$ cat src/rtl/rtalu_pkg.sv
// ----------------------------------------------------------------------------
// rtalu_pkg
// Shared types, codes and sizes for the R-type ALU with register file.
// ----------------------------------------------------------------------------
package rtalu_pkg;

   localparam int REG_COUNT = 32;
   localparam int REG_AW    = $clog2(REG_COUNT);
   localparam int DATA_W    = 32;

   // item kinds
   localparam logic [1:0] FUNC_EXEC = 2'd0;
   localparam logic [1:0] FUNC_LOAD = 2'd1;
   localparam logic [1:0] FUNC_READ = 2'd2;

   // result status
   localparam logic [1:0] ST_OK        = 2'd0;
   localparam logic [1:0] ST_OVF       = 2'd1;
   localparam logic [1:0] ST_NOT_R     = 2'd2;
   localparam logic [1:0] ST_BAD_FUNCT = 2'd3;

   // opcode / funct codes
   localparam logic [5:0] OP_RTYPE = 6'h00;
   localparam logic [5:0] FN_SLL   = 6'h00;
   localparam logic [5:0] FN_SRL   = 6'h02;
   localparam logic [5:0] FN_ADD   = 6'h20;
   localparam logic [5:0] FN_SUB   = 6'h22;
   localparam logic [5:0] FN_AND   = 6'h24;
   localparam logic [5:0] FN_OR    = 6'h25;
   localparam logic [5:0] FN_SLT   = 6'h2A;

   typedef struct packed {
      logic [1:0]        func;
      logic [31:0]       instruction;
      logic [REG_AW-1:0] reg_index;
      logic [DATA_W-1:0] load_value;
   } req_type;

   typedef struct packed {
      logic [1:0]        status;
      logic [REG_AW-1:0] dest_index;
      logic [DATA_W-1:0] result_value;
      logic              wrote;
   } rsp_type;

   typedef struct packed {
      logic              en;
      logic [REG_AW-1:0] addr;
      logic [DATA_W-1:0] data;
   } wr_type;

   // read port A address: rs for instructions, reg_index otherwise
   function automatic logic [REG_AW-1:0] addr_a(input req_type r);
      logic [REG_AW-1:0] a;
      a = (r.func == FUNC_EXEC) ? r.instruction[25:21] : r.reg_index;
      return a;
   endfunction

   // read port B address: rt
   function automatic logic [REG_AW-1:0] addr_b(input req_type r);
      return r.instruction[20:16];
   endfunction

endpackage

$ cat src/rtl/rtalu_ram.sv
// ----------------------------------------------------------------------------
// rtalu_ram
// Generic RAM, one write port and two registered read ports.
// ----------------------------------------------------------------------------
module rtalu_ram #(
   parameter int WIDTH = 32,
   parameter int DEPTH = 32
) (
   input  logic                     clock,
   input  logic                     wr_en,
   input  logic [$clog2(DEPTH)-1:0] wr_addr,
   input  logic [WIDTH-1:0]         wr_data,
   input  logic [$clog2(DEPTH)-1:0] rd_addr_a,
   input  logic [$clog2(DEPTH)-1:0] rd_addr_b,
   output logic [WIDTH-1:0]         rd_data_a,
   output logic [WIDTH-1:0]         rd_data_b
);

   logic [WIDTH-1:0] mem_ff [DEPTH];
   logic [WIDTH-1:0] rd_data_a_ff;
   logic [WIDTH-1:0] rd_data_b_ff;

   always_ff @(posedge clock) begin
      if (wr_en) begin
         mem_ff[wr_addr] <= wr_data;
      end
      rd_data_a_ff <= mem_ff[rd_addr_a];
      rd_data_b_ff <= mem_ff[rd_addr_b];
   end

   assign rd_data_a = rd_data_a_ff;
   assign rd_data_b = rd_data_b_ff;

endmodule

$ cat src/rtl/rtalu_regfile.sv
// ----------------------------------------------------------------------------
// rtalu_regfile
// Register file: RAM plus per-entry valid bits (reset to zero) and a
// bypass of the most recent write, which a read issued on the same edge misses.
// ----------------------------------------------------------------------------
module rtalu_regfile
   import rtalu_pkg::*;
(
   input  logic              clock,
   input  logic              reset,
   input  logic [REG_AW-1:0] rd_addr_a,
   input  logic [REG_AW-1:0] rd_addr_b,
   input  wr_type            wr,
   output logic [DATA_W-1:0] op_a,
   output logic [DATA_W-1:0] op_b
);

   logic [REG_COUNT-1:0] vld_ff;
   logic [REG_COUNT-1:0] vld_in;
   logic [REG_AW-1:0]    addr_a_ff;
   logic [REG_AW-1:0]    addr_b_ff;
   logic                 fwd_vld_ff;
   logic [REG_AW-1:0]    fwd_addr_ff;
   logic [DATA_W-1:0]    fwd_data_ff;
   logic [DATA_W-1:0]    ram_a;
   logic [DATA_W-1:0]    ram_b;

   rtalu_ram #(
      .WIDTH (DATA_W),
      .DEPTH (REG_COUNT)
   ) u_ram (
      .clock     (clock),
      .wr_en     (wr.en),
      .wr_addr   (wr.addr),
      .wr_data   (wr.data),
      .rd_addr_a (rd_addr_a),
      .rd_addr_b (rd_addr_b),
      .rd_data_a (ram_a),
      .rd_data_b (ram_b)
   );

   always_comb begin
      vld_in = vld_ff;
      if (wr.en && (wr.addr != '0)) begin
         vld_in[wr.addr] = 1'b1;
      end
   end

   always_ff @(posedge clock) begin
      if (reset) begin
         vld_ff     <= '0;
         fwd_vld_ff <= 1'b0;
      end else begin
         vld_ff <= vld_in;
         if (wr.en) begin
            fwd_vld_ff <= 1'b1;
         end
      end
      addr_a_ff <= rd_addr_a;
      addr_b_ff <= rd_addr_b;
      if (wr.en) begin
         fwd_addr_ff <= wr.addr;
         fwd_data_ff <= wr.data;
      end
   end

   // newest write wins; never-written entries (and entry 0) read zero
   always_comb begin
      if (fwd_vld_ff && (fwd_addr_ff == addr_a_ff)) begin
         op_a = fwd_data_ff;
      end else if (vld_ff[addr_a_ff]) begin
         op_a = ram_a;
      end else begin
         op_a = '0;
      end
      if (fwd_vld_ff && (fwd_addr_ff == addr_b_ff)) begin
         op_b = fwd_data_ff;
      end else if (vld_ff[addr_b_ff]) begin
         op_b = ram_b;
      end else begin
         op_b = '0;
      end
   end

   assert property (@(posedge clock) disable iff (reset)
      !vld_ff[0])
      else $error("register 0 marked as written");

endmodule

$ cat src/rtl/rtalu_exec.sv
// ----------------------------------------------------------------------------
// rtalu_exec
// Decode and ALU: forms the result beat and the register write for one item.
// ----------------------------------------------------------------------------
module rtalu_exec
   import rtalu_pkg::*;
(
   input  req_type           req,
   input  logic [DATA_W-1:0] op_a,
   input  logic [DATA_W-1:0] op_b,
   output rsp_type           rsp,
   output wr_type            wr
);

   logic [5:0]        opcode;
   logic [REG_AW-1:0] rd;
   logic [4:0]        shamt;
   logic [5:0]        funct;
   logic [DATA_W-1:0] sum;
   logic [DATA_W-1:0] diff;
   logic [DATA_W-1:0] alu;
   logic [1:0]        alu_st;

   assign opcode = req.instruction[31:26];
   assign rd     = req.instruction[15:11];
   assign shamt  = req.instruction[10:6];
   assign funct  = req.instruction[5:0];
   assign sum    = op_a + op_b;
   assign diff   = op_a - op_b;

   always_comb begin
      alu    = '0;
      alu_st = ST_OK;
      unique case (funct)
         FN_ADD: begin
            alu = sum;
            if (!(op_a[DATA_W-1] ^ op_b[DATA_W-1]) && (op_a[DATA_W-1] ^ sum[DATA_W-1]))
               alu_st = ST_OVF;
         end
         FN_SUB: begin
            alu = diff;
            if ((op_a[DATA_W-1] ^ op_b[DATA_W-1]) && (op_a[DATA_W-1] ^ diff[DATA_W-1]))
               alu_st = ST_OVF;
         end
         FN_AND: alu = op_a & op_b;
         FN_OR:  alu = op_a | op_b;
         FN_SLL: alu = op_b << shamt;
         FN_SRL: alu = op_b >> shamt;
         FN_SLT: alu = {{(DATA_W-1){1'b0}}, ($signed(op_a) < $signed(op_b))};
         default: alu_st = ST_BAD_FUNCT;
      endcase
   end

   always_comb begin
      rsp = '0;
      wr  = '0;
      unique case (req.func)
         FUNC_EXEC: begin
            if (opcode != OP_RTYPE) begin
               rsp.status = ST_NOT_R;
            end else begin
               rsp.status       = alu_st;
               rsp.dest_index   = rd;
               rsp.result_value = alu;
               wr.en            = (alu_st == ST_OK) && (rd != '0);
               wr.addr          = rd;
               wr.data          = alu;
            end
         end
         FUNC_LOAD: begin
            rsp.dest_index   = req.reg_index;
            rsp.result_value = req.load_value;
            wr.en            = (req.reg_index != '0);
            wr.addr          = req.reg_index;
            wr.data          = req.load_value;
         end
         FUNC_READ: begin
            rsp.dest_index   = req.reg_index;
            rsp.result_value = op_a;
         end
         default: ;
      endcase
      rsp.wrote = wr.en;
   end

endmodule

$ cat src/rtl/r_type_alu_register_file.sv
// ----------------------------------------------------------------------------
// r_type_alu_register_file
// R-type execute stage with a 32 x 32-bit register file.
// ----------------------------------------------------------------------------
// Usage:
//   req_*  : one beat per item (execute word, load register, read register).
//            A beat is taken on a rising edge with req_valid high and
//            req_stall low.
//   rsp_*  : exactly one result beat per request beat, in order. The
//            receiver holds the beat off by raising rsp_stall.
// Path: a taken request reaches rsp_valid through the registered read of
//   the register file RAM followed by the result register.
// Throughput: one beat per cycle while rsp_stall is low; a write from one
//   item is bypassed to the next, so dependent items follow back to back.
// Stall: while the result register is full and stalled, the execute stage
//   holds its item and req_stall rises; the RAM read is reissued each
//   cycle for the held item so its operands stay current.
// Reset: synchronous, active high. Drops all beats in flight and clears the
//   valid bits, so every register reads zero; no clearing pass is needed
//   and a request may be taken in the first cycle after reset.
// ----------------------------------------------------------------------------
module r_type_alu_register_file
   import rtalu_pkg::*;
(
   input  logic    clock,
   input  logic    reset,
   input  logic    req_valid,
   output logic    req_stall,
   input  req_type req_data,
   output logic    rsp_valid,
   input  logic    rsp_stall,
   output rsp_type rsp_data
);

   // execute stage: item whose operands are coming out of the RAM
   logic              s1_vld_ff;
   logic              s1_vld_in;
   req_type           s1_ff;
   // result register
   logic              rsp_valid_ff;
   logic              rsp_valid_in;
   rsp_type           rsp_data_ff;

   logic              accept;
   logic              advance;
   logic [REG_AW-1:0] rd_addr_a;
   logic [REG_AW-1:0] rd_addr_b;
   logic [DATA_W-1:0] op_a;
   logic [DATA_W-1:0] op_b;
   rsp_type           exec_rsp;
   wr_type            exec_wr;
   wr_type            wr;

   // execute stage moves on when the result register is free or draining
   assign advance   = s1_vld_ff && (!rsp_valid_ff || !rsp_stall);
   assign req_stall = s1_vld_ff && !advance;
   assign accept    = req_valid && !req_stall;

   assign s1_vld_in    = accept || (s1_vld_ff && !advance);
   assign rsp_valid_in = advance || (rsp_valid_ff && rsp_stall);

   // read addresses: the new beat if one is taken, else re-read the held item
   assign rd_addr_a = accept ? addr_a(req_data) : addr_a(s1_ff);
   assign rd_addr_b = accept ? addr_b(req_data) : addr_b(s1_ff);

   rtalu_regfile u_regfile (
      .clock     (clock),
      .reset     (reset),
      .rd_addr_a (rd_addr_a),
      .rd_addr_b (rd_addr_b),
      .wr        (wr),
      .op_a      (op_a),
      .op_b      (op_b)
   );

   rtalu_exec u_exec (
      .req  (s1_ff),
      .op_a (op_a),
      .op_b (op_b),
      .rsp  (exec_rsp),
      .wr   (exec_wr)
   );

   // write back only when the item leaves the execute stage
   always_comb begin
      wr    = exec_wr;
      wr.en = exec_wr.en && advance;
   end

   always_ff @(posedge clock) begin
      if (reset) begin
         s1_vld_ff    <= 1'b0;
         rsp_valid_ff <= 1'b0;
      end else begin
         s1_vld_ff    <= s1_vld_in;
         rsp_valid_ff <= rsp_valid_in;
      end
      if (accept) begin
         s1_ff <= req_data;
      end
      if (advance) begin
         rsp_data_ff <= exec_rsp;
      end
   end

   assign rsp_valid = rsp_valid_ff;
   assign rsp_data  = rsp_data_ff;

   // a reported write always means status ok and a nonzero destination
   assert property (@(posedge clock) disable iff (reset)
      (rsp_valid && rsp_data.wrote) |-> (rsp_data.status == ST_OK && rsp_data.dest_index != '0))
      else $error("write reported with bad status or register 0");

   // the register file is written only as an item moves to the result register
   assert property (@(posedge clock) disable iff (reset)
      wr.en |=> rsp_valid_ff)
      else $error("write without a result beat");

   // back pressure only with a held item in the execute stage
   assert property (@(posedge clock) disable iff (reset)
      req_stall |-> (s1_vld_ff && rsp_valid_ff && rsp_stall))
      else $error("request stalled without cause");

   // nothing in flight right after reset
   assert property (@(posedge clock)
      reset |=> (!rsp_valid_ff && !s1_vld_ff))
      else $error("beat in flight after reset");

endmodule

$ cat config.mk
export PLATFORM = sky130hd
export DESIGN_NAME = r_type_alu_register_file
export DESIGN_NICKNAME = d
export VERILOG_FILES = /design/src/rtl/rtalu_pkg.sv /design/src/rtl/rtalu_ram.sv /design/src/rtl/rtalu_regfile.sv /design/src/rtl/rtalu_exec.sv /design/src/rtl/r_type_alu_register_file.sv
export SDC_FILE = /design/constraint.sdc
export NUM_CORES = 2
export LEC_CHECK = 0
export ABC_AREA = 1
export BUFFER_PORTS_ARGS = -buffer_cell sky130_fd_sc_hd__buf_2
export CAP_MARGIN = 10
export CORE_MARGIN = 2
export CORE_UTILIZATION = 46
export CTS_CLUSTER_SIZE = 8
export DETAILED_ROUTE_END_ITERATION = 12
export HOLD_SLACK_MARGIN = 0.15
export SETUP_SLACK_MARGIN = 0.1
export SLEW_MARGIN = 10
export SYNTH_ARGS = -nofsm -noshare
export SYNTH_HDL_FRONTEND = slang
export SYNTH_HIERARCHICAL = 1
export SYNTH_SLANG_ARGS = --single-unit
$ cat constraint.sdc
create_clock -name clock -period 8.8 [get_ports clock]
set_clock_uncertainty 0.05 [all_clocks]
set_input_delay 1.32 -clock clock [delete_from_list [all_inputs] [get_ports clock]]
set_output_delay 1.32 -clock clock [all_outputs]
set_load 0.02 [all_outputs]
==> impl_metrics.csv <==
group,metric,value,unit
routing,drt-total-wl,305100,um
cts,cts_root_buf,"clkbuf_16",
grt,gr-usage-all-layers,36.49,%
sta,setup_slack,1.168,ns
floorplanning,row_count,146,
synth,synth_area,73580,sq um
floorplanning,die_area,163200,sq um
cts,ctsHoldBuffers,0,
synth,ys.flop_type,"edfxtp_1",
cts,cts_buffer_depth,3,
floorplanning,design.core.area,158600,sq um
routing,num_vias,67973,
power,finalPower,0.01714,W
floorplanning,die_h,403.9,um
synth,synth_nets,9307,
grt,grt_overflow,0,
power,power.leakage,33.77,nW
placement,place_ws,1.325,ns
sta,min_period_over_period,86.73,%
placement,hpwl,192800,um
critical_path,cp-end-kind,"flip-flop",
floorplanning,initial_utilization,46.40,%
routing,drc,0,
sta,slew_violations,0,
routing,drt-initial-drc-count,10189,
final_layout,area.growth.synth_to_final,8.120,%
grt,grt_pass1_wl,437600,um
critical_path,cp-start-kind,"flip-flop",
synth,synthArstFlopShare,0,%
sta,worst_slew_pin_slew,1.334,ns
sta,fmax,131.0,MHz
critical_path,critPathRequiredTime,9.24,ns
cts,cts_tree,"yes",
grt,grt_pass1_vias,63207,
final_layout,nets,9162,
routing,viasPerCell,6.096,
critical_path,worstPathArrival,8.07,ns
placement,gp_congestion,1.029,
worst_hold_path,hold_path_class,"flip-flop to flip-flop",
placement,numPortBuffers,116,
cts,insertion_delay,0.84,ns
sta,max_slew_margin,11.05,%
synth,ys_ff_latch,1281,
routing,dr.pass1.iters,8,
synth,synth_cell_type_count,60,
cts,cts_sinks,1281,
synth,synth.yosys.seq_area_share,50.80,%
sta,finalSetupViolCount,0,
synth,syn_area_per_cell,8.061,sq um
critical_path,critical_path_class,"flip-flop to flip-flop",
routing,wl_per_cell,27.36,um
routing,detail-route-antenna-nets,0,
cts,cts_htree_levels,4,
power,power_density,215.5,nW/um^2
final_layout,layout-drive-gt1-share,7.337,%
grt,grt_max_degree,211,
cts,cts_buffers,179,
run_status,status,"finished clean",
sta,min_period,7.632,ns
grt,antenna_found_initial,16,
cts,post-cts-setup-buffer-count,0,
critical_path,crit_fanout,31,
sta,hold_viol_final,0,
synth,synth_warnings,6,
sta,fin_setup_tns,0,ns
synth,synth_edf_count,1172,
sta,rsz0062_at_grt,"no",
cts,cts.clk_slew.worst_paths,0.05,ns
flow_run,cap_violations,0,
power,vdd_ir_drop_max,0.2140,mV
synth,syn_inst,9127,
floorplanning,top_level_ports,117,
floorplanning,die_w,403.9,um
cts,cts_repair_resize_count,0,
cell type report:
class | count | area (sq um)
antenna | 2 | 5.005
clock buffer | 260 | 4836
clock inverter | 16 | 305.3
fill | 15081 | 79010
inverter | 476 | 1858
multi-input combinational | 6797 | 30810
sequential | 1281 | 37380
tap | 2072 | 2592
timing repair buffer | 247 | 1764
final timing paths:
check,from,endpoint,slack (ns),cells after the start
worst max-delay path,u_regfile/addr_b_ff[0],u_regfile/u_ram/mem_ff[19][25],1.17,23
worst min-delay path,u_regfile/vld_ff[0],u_regfile/vld_ff[0],0.43,2
worst max register to register,u_regfile/addr_b_ff[0],u_regfile/u_ram/mem_ff[19][25],1.17,23
worst min register to register,u_regfile/vld_ff[0],u_regfile/vld_ff[0],0.43,2
cells in the final DEF (no fill, tap or decap), drive strengths merged, types with 2 or more instances in the layout:
cell / netlist / routed
nor2: 254 / 254
nor4: 5 / 5
clkinv: 0 / 16
diode: 0 / 2
or2: 5 / 5
nand4: 21 / 21
o21bai: 9 / 9
o221ai: 4 / 4
inv: 476 / 476
clkbuf: 60 / 260
nor3: 35 / 35
ha: 103 / 103
mux2i: 4 / 4
dfxtp: 109 / 109
and3: 11 / 11
edfxtp: 1172 / 1172
and2: 16 / 16
fa: 2 / 2
a21oi: 123 / 123
nand2: 3915 / 3915
nand3b: 6 / 6
buf: 513 / 247
o211ai: 18 / 18
o22ai: 22 / 22
o21a: 2 / 2
nand3: 2130 / 2130
o21ai: 103 / 103
metal layers:
layer,GRT usage (%),wire length [um]
met5,0,59
met4,20.57,19300
met3,8.161,35320
met2,54.73,132200
met1,48.82,118200
kinds of logic after synthesis:
logic type | after synthesis | synth area share, %
adders and majority gates | 105 | 1.806
and+or+nand+nor | 6399 | 37.27
AOI/OAI and AO/OA | 288 | 2.165
buffers and inverters | 1049 | 7.860
DFF | 1281 | 50.80
xor gates and xnor gates | 1 | 0.01191
muxes | 4 | 0.08843
metrics by stage:
| stage | hold slack, ns | std cells | util [%] | cell area (sq um) |
|---|---|---|---|---|
| CTS | 0.4335 | 11149 | 50.17 | 79550 |
| global placement | 0.4230 | 10873 | 46.92 | 74400 |
| global route | 0.4626 | 11149 | 50.17 | 79550 |
| detailed placement | 0.4233 | 10873 | 46.92 | 74400 |
| finish | 0.4282 | 11151 | 50.17 | 79550 |
| floorplan | 0.3663 | 9127 | - | 73580 |
critical path, cell delays in order (launching register included):
cell	delay [ns]
dfxtp_1	0.77
inv_4	0.21
nand2_1	0.11
nand3_1	0.07
nand3_1	0.11
nand2_1	0.08
nand2_1	0.07
nand3_2	0.79
nand3_1	0.33
nand2_1	0.18
inv_1	0.11
ha_1	0.38
nand2_1	0.25
nor4_2	0.45
a21oi_1	0.23
nand2_2	0.14
nand2_1	0.05
nand3_1	0.15
nand4_1	0.29
nand2_1	0.16
and3_2	0.35
nand3_1	0.68
nor2_4	0.81
buf_4	0.41
report_power, final:
part | total, W | internal, W | switching [W]
registers | 0.00684 | 0.00675 | 0.0000922
logic | 0.00380 | 0.000903 | 0.00290
clock network | 0.00650 | 0.00377 | 0.00273
flip-flops by register name, indices dropped and copies added (netlist names):
name                       flops
rsp_data                      40
rsp_valid                      1
s1_ff                         71
s1_vld_ff                      1
u_regfile/addr_a_ff            5
u_regfile/addr_b_ff            5
u_regfile/fwd_addr_ff          5
u_regfile/fwd_data_ff         32
u_regfile/fwd_vld_ff           1
u_regfile/u_ram/mem_ff      1024
u_regfile/u_ram/rd_data_a     32
u_regfile/u_ram/rd_data_b     32
u_regfile/vld_ff              32
Yosys cell counts (all sizes together), types with 9 or more instances:
| cell | number | share of area [%] |
|---|---|---|
| clkbuf | 60 | 0.31 |
| nand3 | 2130 | 15 |
| inv | 476 | 2.5 |
| nor2 | 254 | 1.4 |
| o21bai | 9 | 0.092 |
| nand2 | 3915 | 20 |
| dfxtp | 109 | 3.0 |
| ha | 103 | 1.8 |
| and2 | 16 | 0.15 |
| o22ai | 22 | 0.19 |
| edfxtp | 1172 | 48 |
| nand4 | 21 | 0.19 |
| and3 | 11 | 0.094 |
| o21ai | 103 | 0.70 |
| buf | 513 | 5.1 |
| o211ai | 18 | 0.19 |
| nor3 | 35 | 0.29 |
| a21oi | 123 | 0.85 |
(Power assumes the default switching activity.)
